--- config.mk ---
export PLATFORM = sky130hd
export DESIGN_NAME = sts_front
export DESIGN_NICKNAME = d
export VERILOG_FILES = /design/src/sts_pkg.sv /design/src/sts_front.sv
export SDC_FILE = /design/constraint.sdc
export NUM_CORES = 1
export LEC_CHECK = 0
export BUFFER_PORTS_ARGS = -buffer_cell sky130_fd_sc_hd__buf_2
export CORE_MARGIN = 5
export CORE_UTILIZATION = 56
export DETAILED_ROUTE_END_ITERATION = 12
export GPL_ROUTABILITY_DRIVEN = 1
export PLACE_DENSITY = 0.94
export SLEW_MARGIN = 10
export SYNTH_ARGS = -nofsm -noshare
export SYNTH_HDL_FRONTEND = slang
export SYNTH_SLANG_ARGS = --single-unit
--- constraint.sdc ---
create_clock -name i_clk -period 12.5 [get_ports i_clk]
set_input_delay 1.25 -clock i_clk [delete_from_list [all_inputs] [get_ports i_clk]]
set_output_delay 1.25 -clock i_clk [all_outputs]
set_load 0.1 [all_outputs]
--- src/sts_pkg.sv ---
`timescale 1ns / 1ps
// ============================================================================
// sts_pkg
// Shared types and constants for the sorted two-key table search block.
// ============================================================================
package sts_pkg;

    localparam int TABLE_DEPTH = 1024;
    localparam int ADDR_W      = $clog2(TABLE_DEPTH);
    localparam int CNT_W       = $clog2(TABLE_DEPTH + 1);
    localparam int POS_W       = 11;
    localparam int KEY_W       = 24;
    localparam int DATA_W      = 48;

    // func codes of an input transaction
    localparam logic [1:0] FUNC_LOAD   = 2'd0;
    localparam logic [1:0] FUNC_CLEAR  = 2'd1;
    localparam logic [1:0] FUNC_SEARCH = 2'd2;

    // command codes carried through the queue
    localparam logic [1:0] CMD_LOAD   = 2'd0;
    localparam logic [1:0] CMD_CLEAR  = 2'd1;
    localparam logic [1:0] CMD_SEARCH = 2'd2;
    localparam logic [1:0] CMD_NOP    = 2'd3;

    typedef logic [POS_W-1:0] t_pos;
    typedef logic [CNT_W-1:0] t_cnt;

    typedef struct packed {
        logic [1:0]  func;
        logic [7:0]  type_id;
        logic [15:0] resource_id;
        logic [23:0] data_offset;
        logic [23:0] data_length;
    } t_in;

    typedef struct packed {
        logic        found;
        logic [10:0] position;
        logic [23:0] hit_offset;
        logic [23:0] hit_length;
        logic        overflow;
    } t_out;

    typedef struct packed {
        logic [1:0]        cmd;
        logic [KEY_W-1:0]  key;
        logic [DATA_W-1:0] data;
    } t_cmd;

endpackage

--- src/sts_front.sv ---
`timescale 1ns / 1ps
// ============================================================================
// sts_front
// Accepts input transactions, classifies func into a command and holds the
// commands in a two-entry queue for the back end.
// ============================================================================
module sts_front (
    input  logic          i_clk,
    input  logic          i_rst_n,
    input  logic          i_valid,
    output logic          o_stall,
    input  sts_pkg::t_in  i_item,
    output logic          o_q_valid,
    output sts_pkg::t_cmd o_q_item,
    input  logic          i_q_pop
);

    sts_pkg::t_cmd r_slot [0:1];
    logic          r_wptr;
    logic          r_rptr;
    logic [1:0]    r_cnt;
    logic [1:0]    n_cnt;
    sts_pkg::t_cmd w_cmd;
    logic          w_push;
    logic          w_pop;

    always_comb begin
        w_cmd.key  = {i_item.type_id, i_item.resource_id};
        w_cmd.data = {i_item.data_offset, i_item.data_length};
        case (i_item.func)
            sts_pkg::FUNC_LOAD:   w_cmd.cmd = sts_pkg::CMD_LOAD;
            sts_pkg::FUNC_CLEAR:  w_cmd.cmd = sts_pkg::CMD_CLEAR;
            sts_pkg::FUNC_SEARCH: w_cmd.cmd = sts_pkg::CMD_SEARCH;
            default:              w_cmd.cmd = sts_pkg::CMD_NOP;
        endcase
    end

    assign o_stall   = (r_cnt == 2'd2);
    assign o_q_valid = (r_cnt != 2'd0);
    assign o_q_item  = r_slot[r_rptr];
    assign w_push    = i_valid && !o_stall;
    assign w_pop     = i_q_pop && o_q_valid;

    always_comb begin
        n_cnt = r_cnt;
        if (w_push && !w_pop) begin
            n_cnt = r_cnt + 2'd1;
        end else if (!w_push && w_pop) begin
            n_cnt = r_cnt - 2'd1;
        end
    end

    always_ff @(posedge i_clk) begin
        if (!i_rst_n) begin
            r_wptr <= 1'b0;
            r_rptr <= 1'b0;
            r_cnt  <= 2'd0;
        end else begin
            r_cnt <= n_cnt;
            if (w_push) begin
                r_wptr <= ~r_wptr;
            end
            if (w_pop) begin
                r_rptr <= ~r_rptr;
            end
        end
    end

    always_ff @(posedge i_clk) begin
        if (w_push) begin
            r_slot[r_wptr] <= w_cmd;
        end
    end

endmodule

=== Word-level counts from Yosys, hierarchy flattened ===
Memory sizes are Yosys's and may differ from the RTL's. A register that Yosys moved wholly into a read port is not among the register bits.
Cells that the tools add are included.

* $add $sub $neg: 2
* Bitwise gates (word level): 2
* Mux-type cells: 7
* Reduce and logical (&&, ||, !) cells: 10
* Equal/unequal tests: 3

{| class="wikitable"
|+ Operators with widths
! operator !! number
|-
| 2-bit one-hot mux with 3 select lines || 1
|-
| 2-bit == test (second input constant) || 2
|-
| 1-bit logical AND || 4
|-
| 1-bit two-way mux || 4
|-
| 2-bit two-way mux || 2
|-
| 2-bit nonzero test || 2
|-
| 1-bit logical NOT || 3
|-
| 2-bit by 1-bit adder with 2-bit output (second input constant) || 1
|-
| 2-bit by 1-bit == test with 1-bit output (second input constant) || 1
|-
| 2-bit logical NOT || 1
|-
| 1-bit inverter || 2
|-
| 2-bit by 1-bit subtractor with 2-bit output (second input constant) || 1
|}

* Bits of input ports: 78
* Output and inout port bits: 76
* Register bits after elaboration: 4
* Memory bits (writable): 148
* Memories kept: 1

{| class="wikitable"
|+ Memory list
! memory !! depth !! bits a word !! rd ports !! clocked after memory_dff !! write ports !! line !! RTL
|-
| r_slot || 2 || 74 || 1 || 1 || 1 || sts_front.sv:18 || <nowiki>sts_pkg::t_cmd r_slot [0:1];</nowiki>
|}

=== Logic depth before layout (Yosys ltp) ===
* Word-level depth: 7
* Gate-level depth with buffers: 7

=== Least setup slack after synthesis ===
No wires, ideal clock.

* Path type: in2reg
* From: in i_valid
* To: mem r_slot[0][0] (netlist name) (enable)
* Library setup time: 0.494 ns
* Arrival time: 4.217 ns
* Required time: 12.006 ns
* Stages: 2
* Setup slack: 7.788 ns
* Path buffers: 0
* Path through: inv_1 > nor3_2

* Word-level cells in the longest chain between the ends: 3

{| class="wikitable"
|+ Ends and longest elaborated chain
! item !! line !! RTL
|-
| from (decl) || sts_front.sv:10 || <nowiki>input logic i_valid,</nowiki>
|-
| 1-bit logical AND || sts_front.sv:41 || <nowiki>assign w_push = i_valid && !o_stall;</nowiki>
|-
| 1-bit two-way mux || sts_front.sv:70 || <nowiki>if (w_push) begin</nowiki>
|-
| 1-bit two-way mux (implied by the code) || sts_front.sv:71 || <nowiki>r_slot[r_wptr] <= w_cmd;</nowiki>
|-
| to (decl) || sts_front.sv:18 ||
|}

Every way passes these cells.

==> impl_metrics.csv <==
group,metric,value,unit
route,vias_per_cell,4.96,
setup_path,worstPathRequired,11.25,ns
floorplanning,initial_core_util,0.573,
timing,slew_headroom,0.323,
clocking,post_cts_resize_count,0,
setup_path,critical_path_class,"reg -> out",
synth,synth_cell_types,25,
synth,yosys.area_share.simple,0.0103,
synth,synthMuxAreaShare,0.149,
floorplanning,die_h,110,µm
setup_path,worst-path-stages,2,
floorplanning,core,9770,µm²
setup_path,arrival,2.30,ns
synth,synthesis.area,5600,µm²
clocking,cts_hold_buf,0,
setup_path,r2r_slack,10.57,ns
setup_path,slowest_delay,0.96,ns
route,drt_wl_total,9820,µm
clocking,tritoncts,"built",
hold_path,hold_class,"reg -> reg",
timing,rsz0062_at_grt,"no",
clocking,cts_max_level,4,
route,wl_per_cell,17.3,µm
global_routing,overflow,0,
timing,hold_viol_final,0,
synth,synth_compound_area_frac,0.00581,
setup_path,cp_top_family,"flip-flops",
setup_path,reg2reg_depth,2,
clocking,clockRootBuffer,"clkbuf_8",
synth,avgSynthCellArea,21.8,µm²
synth,synthArstFlopShare,0,
synth,synth_area_leaders,"edfxtp_1, mux2_1, mux2_2",
final_layout,syn_to_final_growth,26.3,%
floorplanning,dieArea,12100,µm²
route,dr.pass1.iters,4,
synth,syn_nets,336,
final_layout,layout-drive-gt1-share,0.470,
clocking,cts_buffers,17,
synth,ys_ff_latch,153,
synth,yosysMostFrequentCell,"edfxtp_1",
global_routing,grt_pass1_wl,14600,µm
synth,synth-xor-area-share,0.00469,
final_layout,nFillCells,635,
setup_path,r2r-start,"r_cnt[0]$_SDFFE_PN0P_",
timing,setup_viol,0,
clocking,clock-sinks,153,
synth,synth_commonest_cells,"edfxtp_1, mux2_1, mux2_2",
setup_path,cp_slowest_cell,"dfxtp_4",
floorplanning,io_pins,154,
timing,min_period,3.55,ns
route,drc,0,
global_routing,grt_pass1_vias,3000,
setup_path,crit_buf_inv,1,
final_layout,final_nets,500,
setup_path,r2r-end,"r_slot[1][22]$_DFFE_PP_",
global_routing,antenna_found_initial,0,
setup_path,critPathMaxFanout,74,
clocking,cts_buffer_depth,2,
synth,netlist_instances,257,
outcome,status,"complete, no violations",
timing,fin_crit_sh,0.284,
route,num_vias,2815,
setup_path,crit_end,"o_q_item[5]",
place,io_buffers,153,
place,dp_hpwl,6360,µm
setup_path,path_cells,"mux2_2 > buf_2",
setup_path,cp-start-kind,"flop",
timing,setup_tns,0,ns
clocking,clkLatencyLatePin,0.51,ns
timing,timing.fmax,282,MHz
global_routing,grt_max_degree,75,
hold_path,hold_start,"r_cnt[1]$_SDFFE_PN0P_",
global_routing,track_usage,0.166,
route,dr.first_iter.drc_count,93,
job,maxCapViolCount,0,
floorplanning,row_count,36,
timing,skew,0.00846,ns
synth,post-synth-top-area-fraction,0.793,
synth,yosysSeqAreaShare,0.811,
place,routabilityCongestion,0.659,
setup_path,crit_path_end_kind,"output port",
final_layout,antenna_cells,0,
synth,yosysTopAreaCell,"edfxtp_1",
synth,synthAdderAreaFrac,0.00223,
synth,synth_top_family_by_area,"multiplexers",
route,ant_nets,0,
clocking,path_clk_slew,0.06,ns
synth,synth-edff-count,148,
synth,ys_warn_count,0,
synth,synth_ff_type,"edfxtp_1",
floorplanning,fp.dieW,110,µm
timing,drv_slew,0,
timing,worst_pin_slew,1.02,ns
clocking,post_cts_buffers,0,
-- state kept, by name, indices dropped and copies added, names as in the netlist, named ones only --
signal,flops
r_cnt,2
r_wptr,1
r_slot,148
r_rptr,1
-- cells by family (layout without fill, tap and decap cells) --
| family | after synthesis | count (layout) |
|---|---|---|
| flops | 153 | 153 |
| mux | 74 | 74 |
| buf+inv | 12 | 189 |
| simple gates | 9 | 9 |
| compound gates | 5 | 5 |
| xor+xnor | 3 | 3 |
| fa+ha+maj | 1 | 1 |
-- cells in the final DEF (no fill, tap or decap) --
master	count
xnor2_1	2
clkinvlp_4	3
or2_2	1
nor3_4	1
o21ai_0	1
and3_4	1
o21a_1	1
clkinv_2	5
a21boi_1	1
nor2_1	1
and2_1	3
dfxtp_1	4
inv_1	1
clkbuf_16	16
clkinv_1	1
o21ai_1	1
xor2_1	1
bufinv_16	4
clkinv_4	1
clkbuf_1	1
nand2b_1	1
a21boi_0	1
clkbuf_8	1
mux2_2	14
mux2_1	60
dfxtp_4	1
buf_2	153
buf_4	2
or3_1	1
edfxtp_1	148
ha_1	1
inv_2	1
-- worst reg2reg max path: stages (launching register included) --
cell and delay, ns:
dfxtp_1 0.42, nand2b_1 0.20, and3_4 0.84
-- stage by stage --
stage | util | worst slack (ns) | hold WS, ns | cells | area (µm²)
floorplan | - | 7.79 | 0.479 | 257 | 5600
global placement | 0.663 | 9.51 | 0.497 | 535 | 6480
detailed placement | 0.663 | 9.48 | 0.530 | 535 | 6480
CTS | 0.724 | 8.93 | 0.591 | 567 | 7070
global route | 0.724 | 8.87 | 0.607 | 567 | 7070
finish | 0.724 | 8.95 | 0.576 | 567 | 7070
-- per-layer routing --
| metal | global-route usage | vias to the layer above | wire length, µm | part of all wire |
|---|---|---|---|---|
| met5 | 0 | - | 0 | 0 |
| met4 | 0.0623 | 0 | 109 | 0.011 |
| met3 | 0.0594 | 11 | 725 | 0.074 |
| met2 | 0.287 | 105 | 5230 | 0.53 |
| met1 | 0.190 | 1357 | 3750 | 0.38 |
| li1 | - | 1342 | - | - |
-- final cells by class --
cell class              instances  area [µm²]  area share
clock inverters                14         180      0.0255
inverters                       2        7.51     0.00106
clock buffers                  18         418      0.0591
repair buffers                155         781       0.110
multi-input cells              92         973       0.138
flip-flops and latches        153        4550       0.643
well taps                     133         166      0.0235
-- how the worst min path moves through the flow --
stage	cells past startpoint	slack (ns)	to
2_1_floorplan	2	0.48	r_cnt[1]$_SDFFE_PN0P_
5_1_grt	2	0.61	r_cnt[1]$_SDFFE_PN0P_
3_3_place_gp	2	0.50	r_cnt[1]$_SDFFE_PN0P_
3_5_place_dp	2	0.53	r_cnt[1]$_SDFFE_PN0P_
4_1_cts	2	0.59	r_cnt[1]$_SDFFE_PN0P_
6_report	2	0.58	r_cnt[1]$_SDFFE_PN0P_
Power is left out: the tool's default activity adds up to more than one toggle a clock period on the data nets, which glitch-free logic cannot reach.
